## config.mk

```make
export PLATFORM = sky130hd
export DESIGN_NAME = lifa_ctrl
export DESIGN_NICKNAME = d
export VERILOG_FILES = /design/src/sv/lif_alpha_neuron_latency_step_defines.svh /design/src/sv/lifa_pkg.sv /design/src/sv/lifa_ctrl.sv
export SDC_FILE = /design/constraint.sdc
export NUM_CORES = 1
export LEC_CHECK = 0
export ABC_CLOCK_PERIOD_IN_PS = 1770
export BUFFER_PORTS_ARGS = -buffer_cell sky130_fd_sc_hd__buf_2
export CORE_UTILIZATION = 50
export DETAILED_ROUTE_END_ITERATION = 7
export PLACE_DENSITY = 0.74
export SETUP_SLACK_MARGIN = 0.3
export SLEW_MARGIN = 30
export SYNTH_ARGS = -nofsm -noshare
export SYNTH_HDL_FRONTEND = slang
export SYNTH_SLANG_ARGS = --single-unit
export TNS_END_PERCENT = 20
```

## constraint.sdc

```tcl
create_clock -name clk -period 1.77 [get_ports clk]
set_clock_uncertainty 0.05 [all_clocks]
set_input_delay 0.2655 -clock clk [delete_from_list [all_inputs] [get_ports clk]]
set_output_delay 0.2655 -clock clk [all_outputs]
set_load 0.02 [all_outputs]
```

## src/sv/lif_alpha_neuron_latency_step_defines.svh

```systemverilog
// assertion macros used by the top-level neuron module
`ifndef LIF_ALPHA_NEURON_LATENCY_STEP_DEFINES_SVH
`define LIF_ALPHA_NEURON_LATENCY_STEP_DEFINES_SVH

// same-cycle implication
`define LIFA_ASSERT_IMPL(label, ante, cons) \
  label: assert property (@(posedge clk) disable iff (!rst_n) (ante) |-> (cons)) \
    else $error("lifa assertion failed");

// next-cycle implication
`define LIFA_ASSERT_NEXT(label, ante, cons) \
  label: assert property (@(posedge clk) disable iff (!rst_n) (ante) |=> (cons)) \
    else $error("lifa assertion failed");

`endif

```

## src/sv/lifa_pkg.sv

```systemverilog
package lifa_pkg;

  localparam int COEF_BITS = 24;
  localparam int MUL_W = 34;
  localparam int PROD_W = 2 * MUL_W;
  localparam int ACC_W = 48;
  localparam int DEN_W = 35;
  localparam int QUO_W = 64;
  localparam int CNT_W = $clog2(QUO_W);
  localparam int CFG_IDX_W = 3;

  localparam logic [CFG_IDX_W-1:0] REG_SYN_DECAY = 3'd0;
  localparam logic [CFG_IDX_W-1:0] REG_SYN_CROSS = 3'd1;
  localparam logic [CFG_IDX_W-1:0] REG_COEF_EXT = 3'd2;
  localparam logic [CFG_IDX_W-1:0] REG_COEF_DSYN = 3'd3;
  localparam logic [CFG_IDX_W-1:0] REG_COEF_SYN = 3'd4;
  localparam logic [CFG_IDX_W-1:0] REG_BIAS = 3'd5;
  localparam logic [CFG_IDX_W-1:0] REG_LEAK = 3'd6;
  localparam logic [CFG_IDX_W-1:0] REG_TIME_STEP = 3'd7;

  localparam logic [24:0] RST_SYN_DECAY = 25'd16610194;
  localparam logic [30:0] RST_SYN_CROSS = 31'd2259770;
  localparam logic [30:0] RST_COEF_EXT = 31'd6711;
  localparam logic signed [31:0] RST_COEF_DSYN = 32'sd1228;
  localparam logic signed [31:0] RST_COEF_SYN = 32'sd6545;
  localparam logic signed [31:0] RST_BIAS = 32'sd0;
  localparam logic [24:0] RST_LEAK = 25'd33554;
  localparam logic [24:0] RST_TIME_STEP = 25'd1677722;

  typedef enum logic [4:0] {
    OP_NONE, OP_LOAD, OP_START,
    OP_D0, OP_D1, OP_D2, OP_D3,
    OP_L0, OP_L1,
    OP_H0, OP_H1, OP_H2, OP_H3, OP_H4, OP_DIV, OP_H5,
    OP_S0, OP_S1, OP_S2, OP_S3,
    OP_EMIT
  } op_t;

  typedef struct packed {
    op_t op;
  } cmd_t;

  typedef struct packed {
    logic refr_busy;
    logic below_knee;
    logic at_peak;
    logic den_nonpos;
    logic out_free;
  } status_t;

endpackage

```

## src/sv/lifa_ctrl.sv

```systemverilog
module lifa_ctrl (
  input  logic              clk,
  input  logic              rst_n,
  input  logic              in_valid,
  output logic              in_ready,
  input  lifa_pkg::status_t status,
  output lifa_pkg::cmd_t    cmd
);

  typedef enum logic [4:0] {
    S_IDLE, S_START, S_D0, S_D1, S_D2, S_D3, S_L0, S_L1,
    S_H0, S_H1, S_H2, S_H3, S_H4, S_DIV, S_H5,
    S_S0, S_S1, S_S2, S_S3, S_FIN
  } state_t;

  state_t state_r, state_nxt;
  logic [lifa_pkg::CNT_W-1:0] cnt_r, cnt_nxt;

  assign in_ready = (state_r == S_IDLE);

  always_comb begin
    state_nxt = state_r;
    cnt_nxt = cnt_r;
    cmd.op = lifa_pkg::OP_NONE;
    unique case (state_r)
      S_IDLE: begin
        if (in_valid) begin
          cmd.op = lifa_pkg::OP_LOAD;
          state_nxt = S_START;
        end
      end
      S_START: begin
        cmd.op = lifa_pkg::OP_START;
        state_nxt = status.refr_busy ? S_S0 : S_D0;
      end
      S_D0: begin cmd.op = lifa_pkg::OP_D0; state_nxt = S_D1; end
      S_D1: begin cmd.op = lifa_pkg::OP_D1; state_nxt = S_D2; end
      S_D2: begin cmd.op = lifa_pkg::OP_D2; state_nxt = S_D3; end
      S_D3: begin
        cmd.op = lifa_pkg::OP_D3;
        state_nxt = status.below_knee ? S_L0 : S_H0;
      end
      S_L0: begin cmd.op = lifa_pkg::OP_L0; state_nxt = S_L1; end
      S_L1: begin cmd.op = lifa_pkg::OP_L1; state_nxt = S_S0; end
      S_H0: begin
        cmd.op = lifa_pkg::OP_H0;
        state_nxt = status.at_peak ? S_S0 : S_H1;
      end
      S_H1: begin cmd.op = lifa_pkg::OP_H1; state_nxt = S_H2; end
      S_H2: begin cmd.op = lifa_pkg::OP_H2; state_nxt = S_H3; end
      S_H3: begin
        cmd.op = lifa_pkg::OP_H3;
        state_nxt = status.den_nonpos ? S_S0 : S_H4;
      end
      S_H4: begin
        cmd.op = lifa_pkg::OP_H4;
        cnt_nxt = '0;
        state_nxt = S_DIV;
      end
      S_DIV: begin
        cmd.op = lifa_pkg::OP_DIV;
        cnt_nxt = cnt_r + 1'b1;
        if (cnt_r == {lifa_pkg::CNT_W{1'b1}}) begin
          state_nxt = S_H5;
        end
      end
      S_H5: begin cmd.op = lifa_pkg::OP_H5; state_nxt = S_S0; end
      S_S0: begin cmd.op = lifa_pkg::OP_S0; state_nxt = S_S1; end
      S_S1: begin cmd.op = lifa_pkg::OP_S1; state_nxt = S_S2; end
      S_S2: begin cmd.op = lifa_pkg::OP_S2; state_nxt = S_S3; end
      S_S3: begin cmd.op = lifa_pkg::OP_S3; state_nxt = S_FIN; end
      S_FIN: begin
        if (status.out_free) begin
          cmd.op = lifa_pkg::OP_EMIT;
          state_nxt = S_IDLE;
        end
      end
      default: state_nxt = S_IDLE;
    endcase
  end

  always_ff @(posedge clk) begin
    if (!rst_n) begin
      state_r <= S_IDLE;
      cnt_r <= '0;
    end else begin
      state_r <= state_nxt;
      cnt_r <= cnt_nxt;
    end
  end

endmodule

```

==> results of run 1 <==
## cell usage in the layout (no fill, tap or decap), types with 3 or more instances in the layout
cell,count
clkbuf_4,3
nand3_1,6
dfxtp_4,4
nand2_1,5
nand4b_1,3
nor2_1,7
nand2_2,3
buf_4,12
buf_6,6
and3_1,3
a31oi_1,3
dfxtp_1,6
o21ai_0,5
a21oi_1,10
buf_2,7
## area by class of cell
class                      instances  area share [%]
timing repair buffer              25            17.6
inverter                           3            1.03
tap                               16            1.82
sequential                        11            21.6
clock buffer                       4            2.39
multi-input combinational         87            55.6
## flip-flops by register name, summed over array words and instances (netlist names)
register / flops
cnt_r: 6
state_r: 5
## metal layers
layer  track usage, %  vias up
li1                 -      448
met1             32.9      431
met2             44.2       20
met3             7.66        2
met4             7.50        0
met5                0        -
## worst max-delay path: stages, from the launching register on
cell and delay (ns):
dfxtp_4 0.35, or4_4 0.55, nor2_4 0.11, a211oi_2 0.05
buf_4 0.16
## timing repair
action / in CTS / in global routing
hold buffers: 0 / 0
setup buffers: 5 / 0
endpoints found under the setup margin: 12 / 12
gates resized for setup: 28 / 3
pin swaps: 13 / 9
## logic make-up (layout without fill, tap and decap cells)
kind of cell	after synthesis	after routing	synth area share, %
AND/OR/NAND/NOR	46	46	31.4
AO/OA/AOI/OAI	35	35	28.6
flip-flops	11	11	26.3
buffers and inverters	11	32	6.44
XOR/XNOR	3	3	3.14
multiplexers	2	2	2.54
adder cells (fa/ha/maj)	1	1	1.50
## stage by stage
step	setup TNS (ns)	hold WS [ns]	area [sq um]	power [mW]	utilization [%]
4_1_cts	-0.0251	0.217	1090	1.57	70.6
3_5_place_dp	0	0.418	942	1.17	61.1
6_report	-0.0239	0.221	1100	1.61	71.2
3_3_place_gp	0	0.408	942	1.15	61.1
5_1_grt	-0.0869	0.208	1100	1.71	71.2
2_1_floorplan	0	0.333	848	0.938	-
## where the power goes
| group | switching (mW) | internal (mW) | leakage (nW) |
|---|---|---|---|
| combinational | 0.538 | 0.509 | 0.308 |
| clock | 0.0801 | 0.0872 | 0.0150 |
| sequential | 0.0828 | 0.309 | 0.0925 |
## how the worst min path moves through the flow
| stage | startpoint | endpoint | depth (start not counted) |
|---|---|---|---|
| after CTS | rst_n | state_r[4] | 2 |
| after global placement | cnt_r[1] | cnt_r[1] | 2 |
| after global routing | rst_n | state_r[4] | 2 |
| final | rst_n | state_r[4] | 2 |
| after detailed placement | cnt_r[2] | cnt_r[2] | 2 |
| after floorplan | rst_n | state_r[4] | 1 |
==> impl_metrics.csv, run 1 <==
group,metric,value,unit
run_status,run_status,"complete, but fails checks",
run_status,violations,"setup timing",
yosys,synthCells,109,
die,core,0.00154,sq mm
sta,fin_ws,-0.0239,ns
drt,drc,0,
yosys,synth.cell_area,836,sq um
final_layout,fin_cells,146,
run,drv_cap,0,
worst_setup_path,r2r_end,"state_r[0]",
final_layout,synthToLayoutAreaGrowth,31.3,%
global_routing,grt_pass1_wl,3720,microns
hold_path,hold_class,"in -> reg",
die,rows,14,
clock_tree,clockRootBuffer,"clkbuf_4",
placement,dp_hpwl,1500,microns
die,start_util,54.2,%
yosys,postSynth.asyncResetShare,0,%
sta,rsz0062_at_grt,"yes",
drt,wl_met2,1050,microns
drt,viasPerCell,6.17,
final_layout,regArea,236,sq um
placement,port_buffers,13,
worst_setup_path,critPathCapture,"cmd[0]",
yosys,yosysWarningCount,0,
global_routing,track_usage,26.5,%
yosys,synth_common_cells,"11 x dfxtp_1, 10 x a21oi_1, 10 x nor2_1",
die,die_area,0.00184,sq mm
global_routing,overflow,0,
yosys,synth_top_area_share,26.3,%
pwr,ir_drop,0.954,mV
drt,wl_met1,994,microns
yosys,ys_seq_elements,11,
die,die_h,42.9,microns
final_layout,drive_above_1_share,38.5,%
worst_setup_path,timing.rr.start,"state_r[2]",
sta,fmax,557,MHz
yosys,synth-edff-count,0,
worst_setup_path,critical_path_required,1.45,ns
clock_tree,clock-sinks,11,
clock_tree,clk_latency,0.27,ns
pwr,p_per_area,1460,mW/mm^2
worst_setup_path,reg2reg_slack,0.21,ns
drt,vias,901,
final_layout,multiInputGateArea,611,sq um
global_routing,grt_max_degree,18,
worst_setup_path,critPathMaxFanout,3,
yosys,syn_nets,118,
drt,dr.pass1.iters,4,
sta,period_minus_slack,1.79,ns
global_routing,grt_antenna_before_repair,0,
sta,setup_violations,1,
yosys,ys_seq_area_share,26.3,%
placement,dp.cells,137,
worst_setup_path,end_kind,"output port",
global_routing,grt_pass1_vias,865,
yosys,synthFlopType,"dfxtp_1",
sta,fin_crit_sh,101,%
pwr,p_leak,0.416,nW
yosys,synth.distinct_cells,45,
final_layout,antenna_cells,0,
die,die_w,42.9,microns
sta,hold_viol_final,0,
clock_tree,cts_tree,"done",
sta,worstMarginPinSlew,0.258,ns
sta,slew_headroom,82.7,%
clock_tree,clock_path_buffers,2,
worst_setup_path,crit_path_start_kind,"flop",
final_layout,nets,140,
clock_tree,numCtsBuffers,3,
yosys,synth_area_per_cell,7.67,sq um
worst_setup_path,rr_worst_depth,7,
worst_setup_path,crit_path_start,"state_r[2]",
placement,dp_slack,0.0451,ns
worst_setup_path,path_class,"reg -> out",
drt,wl_per_cell,14.8,microns
drt,dr.max_layer_used,"met4",
sta,final_max_slew_viol_count,0,
drt,routed_wl,2160,microns
yosys,yosysTopAreaCell,"dfxtp_1",
die,ios,14,
drt,ant_nets,0,
clock_tree,cts.htree.levels,1,
drt,first_iter_violations,13,
final_layout,fillers,125,
yosys,yosys-top-cells-area,"dfxtp_1 26%, a21oi_1 6.0%, nor2_1 4.5%, nand3_1 4.2%, o21ai_0 3.6%",
worst_setup_path,arrival,1.48,ns
yosys,yosysMostFrequentCell,"dfxtp_1",
clock_tree,clk_pin_slew_worst_paths,0.07,ns
placement,gp_congestion,0.799,
drt,wl_met3,103,microns
(Power assumes the default switching activity.)
==> run 2: changes to the inputs <==
- CORE_UTILIZATION: 50 -> 54
- PLACE_DENSITY: 0.74 -> 0.79
- REMOVE_ABC_BUFFERS: not set -> 1
==> impl_metrics.csv, run 2 (same netlist as run 1, synthesis figures left out) <==
group,metric,value,unit
placement,port_buffers,13,
drt,drc,0,
drt,dr.pass1.iters,5,
worst_setup_path,crit_path_start,"state_r[1]",
final_layout,nets,142,
sta,fin_crit_sh,100,%
drt,viasPerCell,6.64,
final_layout,final_util,80.8,%
run_status,run_status,"completed",
final_layout,largest_reg_flops,6,
clock_tree,cts.htree.levels,1,
clock_tree,clk_latency,0.27,ns
pwr,ir_drop,1.10,mV
sta,worstMarginPinSlew,0.297,ns
clock_tree,clk_pin_slew_worst_paths,0.07,ns
die,start_util,61.2,%
sta,final_max_slew_viol_count,0,
sta,rsz0062_at_grt,"yes",
die,rows,13,
drt,first_iter_violations,54,
worst_setup_path,critPathMaxFanout,3,
hold_path,hold_class,"in -> reg",
drt,routed_wl,2570,microns
worst_setup_path,reg2reg_slack,0.08,ns
clock_tree,clock_path_buffers,2,
drt,ant_nets,0,
final_layout,fillers,95,
global_routing,grt_pass1_wl,3080,microns
sta,fmax,565,MHz
die,die_h,41.3,microns
global_routing,overflow,0,
run,drv_cap,0,
global_routing,grt_pass1_vias,691,
pwr,p_total,1.64,mW
clock_tree,numCtsBuffers,3,
pwr,p_per_area,1490,mW/mm^2
placement,dp_hpwl,1440,microns
global_routing,grt_antenna_before_repair,0,
sta,tns,0,ns
final_layout,antenna_cells,0,
placement,gp_congestion,0.896,
pwr,p_leak,0.444,nW
clock_tree,cts_tree,"done",
clock_tree,clockRootBuffer,"clkbuf_4",
sta,period_minus_slack,1.77,ns
final_layout,largest_register,"cnt_r",
clock_tree,clock-sinks,11,
worst_setup_path,timing.rr.start,"state_r[1]",
global_routing,grt_max_degree,18,
worst_setup_path,crit_path_start_kind,"flop",
worst_setup_path,path_class,"reg -> out",
placement,dp.cells,135,
sta,fin_ws,0.000410,ns
die,ios,14,
sta,hold_viol_final,0,
worst_setup_path,rr_worst_depth,6,
global_routing,track_usage,27.8,%
final_layout,final_area,0.00110,sq mm
final_layout,final_cell_mix,"11 x buf_2, 10 x buf_4, 9 x nor2_1",
drt,vias,976,
sta,slew_headroom,80.0,%
final_layout,synthToLayoutAreaGrowth,32.0,%
die,core,0.00137,sq mm
worst_setup_path,critical_path_required,1.45,ns
sta,setup_violations,0,
die,die_area,0.00171,sq mm
placement,post_dp_cell_area,922,sq um
drt,wl_per_cell,17.5,microns
final_layout,fin_cells,147,
worst_setup_path,end_kind,"output port",
worst_setup_path,r2r_end,"cnt_r[5]",
worst_setup_path,arrival,1.45,ns
worst_setup_path,critPathCapture,"cmd[0]",
placement,dp_slack,0.0728,ns
sta,hold_slack,0.222,ns
die,die_w,41.3,microns
final_layout,drive_above_1_share,40.2,%
final_layout,layout.cells.most_common,"buf_2",
clock_tree,cts_hold_buf,0,
final_layout,largestRegisters,"cnt_r: 6 flops, state_r: 5 flops",
## run 2: worst min-delay path by stage
stage | end | start | cells after the start | slack, ns
finish | state_r[4] | rst_n | 2 | 0.22
CTS | state_r[0] | rst_n | 2 | 0.22
floorplan | state_r[4] | rst_n | 1 | 0.33
global placement | cnt_r[2] | cnt_r[2] | 2 | 0.41
detailed placement | cnt_r[1] | cnt_r[1] | 2 | 0.42
global route | state_r[0] | rst_n | 2 | 0.21
## run 2: where the power goes
group / total, mW / internal [mW] / leakage [nW] / switching [mW]
clock: 0.173 / 0.0873 / 0.0150 / 0.0861
combinational: 1.10 / 0.523 / 0.337 / 0.573
sequential: 0.376 / 0.305 / 0.0922 / 0.0701
total: 1.64 / 0.916 / 0.444 / 0.729
## run 2: cell type report
type / instances / area (sq um) / share of cell area (%)
inverters: 3 / 11.3 / 1.02
well taps: 15 / 18.8 / 1.70
multi-input cells: 87 / 616 / 55.8
flip-flops and latches: 11 / 234 / 21.2
clock buffers: 4 / 26.3 / 2.38
repair buffers: 27 / 198 / 17.9
## run 2: layer usage
layer / vias to the layer above / GRT usage [%] / wire length (microns)
met2: 63 / 43.0 / 1220
met3: 9 / 11.2 / 191
met5: - / 0 / 0
li1: 454 / - / -
met4: 0 / 4.03 / 53
met1: 450 / 37.0 / 1100
## run 2: timing repair
item                                    4_1_cts  5_1_grt
setup buffers                                 5        3
endpoints found under the setup margin       12       16
pin swaps                                     0       20
gates resized for setup                       7       26
## run 2: worst max-delay path: stages, from the launching register on
cell and delay (ns):
dfxtp_4 0.35, or4_4 0.52, nor2_1 0.10, a211oi_1 0.05, buf_2 0.16
==> run 3: changes to the inputs <==
- SETUP_SLACK_MARGIN: 0.3 -> not set
==> impl_metrics.csv, run 3 (same netlist as run 1, synthesis figures left out) <==
group,metric,value,unit
final_layout,fillers,115,
sta,fin_ws,0.00767,ns
run,drv_cap,0,
final_layout,final_util,73.4,%
placement,post_dp_cell_area,922,sq um
sta,hold_viol_final,0,
sta,final_max_slew_viol_count,0,
global_routing,grt_pass1_wl,3080,microns
final_layout,multiInputGateArea,569,sq um
drt,viasPerCell,6.21,
die,die_area,0.00171,sq mm
pwr,p_leak,0.398,nW
sta,fmax,567,MHz
sta,tns,0,ns
clock_tree,clock_path_buffers,2,
final_layout,regArea,230,sq um
drt,routed_wl,2110,microns
clock_tree,clockRootBuffer,"clkbuf_4",
final_layout,largest_reg_flops,6,
worst_setup_path,rr_worst_depth,6,
die,core,0.00137,sq mm
global_routing,grt_max_degree,18,
final_layout,nets,139,
worst_setup_path,critPathMaxFanout,3,
drt,dr.pass1.iters,4,
worst_setup_path,crit_path_start,"state_r[1]",
die,rows,13,
pwr,ir_drop,0.888,mV
run_status,run_status,"completed",
final_layout,largestRegisters,"cnt_r: 6 flops, state_r: 5 flops",
hold_path,hold_class,"in -> reg",
placement,dp_slack,0.0728,ns
clock_tree,clk_pin_slew_worst_paths,0.07,ns
final_layout,synthToLayoutAreaGrowth,20.1,%
global_routing,overflow,0,
final_layout,fin_cells,144,
final_layout,final_cell_mix,"13 x buf_2, 11 x buf_4, 10 x a21oi_1",
sta,slew_headroom,82.8,%
drt,first_iter_violations,28,
drt,vias,894,
drt,ant_nets,0,
worst_setup_path,reg2reg_slack,0.09,ns
drt,wl_per_cell,14.7,microns
final_layout,layout.cells.most_common,"buf_2",
placement,port_buffers,13,
clock_tree,cts.htree.levels,1,
die,start_util,61.2,%
sta,fin_crit_sh,99.6,%
sta,period_minus_slack,1.76,ns
worst_setup_path,path_class,"reg -> out",
sta,worstMarginPinSlew,0.256,ns
worst_setup_path,timing.rr.start,"state_r[1]",
clock_tree,clk_latency,0.27,ns
die,die_w,41.3,microns
sta,rsz0062_at_grt,"yes",
worst_setup_path,end_kind,"output port",
clock_tree,cts_tree,"done",
worst_setup_path,r2r_end,"cnt_r[5]",
final_layout,final_area,0.00100,sq mm
die,ios,14,
final_layout,antenna_cells,0,
die,die_h,41.3,microns
sta,setup_violations,0,
drt,drc,0,
global_routing,grt_pass1_vias,704,
pwr,p_per_area,1420,mW/mm^2
placement,dp.cells,135,
sta,hold_slack,0.228,ns
clock_tree,clock-sinks,11,
final_layout,drive_above_1_share,31.8,%
placement,dp_hpwl,1440,microns
clock_tree,cts_hold_buf,0,
worst_setup_path,critical_path_required,1.45,ns
pwr,p_total,1.42,mW
global_routing,track_usage,27.7,%
final_layout,largest_register,"cnt_r",
global_routing,grt_antenna_before_repair,0,
worst_setup_path,arrival,1.45,ns
worst_setup_path,critPathCapture,"cmd[0]",
placement,gp_congestion,0.896,
clock_tree,numCtsBuffers,3,
worst_setup_path,crit_path_start_kind,"flop",
## run 3: how the worst min path moves through the flow
stage               depth (start not counted)  startpoint    endpoint
floorplan                                   1       rst_n  state_r[4]
global placement                            2    cnt_r[2]    cnt_r[2]
detailed placement                          2    cnt_r[1]    cnt_r[1]
CTS                                         2       rst_n  state_r[0]
global route                                2       rst_n  state_r[0]
finish                                      2       rst_n  state_r[4]
## run 3: area by class of cell
class / count / area share, %
multi-input cells: 87 / 56.7
flip-flops and latches: 11 / 22.9
repair buffers: 24 / 14.7
clock buffers: 4 / 2.62
well taps: 15 / 1.87
inverters: 3 / 1.12
## run 3: metal layers
layer  track usage, %  up-vias  share of wire, %
met5                0        -                 0
met1             36.3      409                47
met4             4.84        0              0.80
met3             11.2        2               6.8
li1                 -      446                 -
met2             43.0       37                45
## run 3: what timing repair did
action / 4_1_cts / 5_1_grt
hold endpoints to repair: 0 / 0
gates resized for setup: 7 / 2
setup buffers: 5 / 0
setup endpoints to repair: 4 / 3
## run 3: worst max-delay path, cell delays in order (launching register included)
cell,delay [ns]
dfxtp_4,0.35
or4_4,0.52
nor2_1,0.10
a211oi_1,0.05
buf_2,0.16
## run 3: power by group
part           internal [mW]  switching, mW  total (mW)
clock                 0.0872         0.0833       0.171
sequential             0.301         0.0610       0.362
combinational          0.395          0.493       0.888
total                  0.784          0.637        1.42
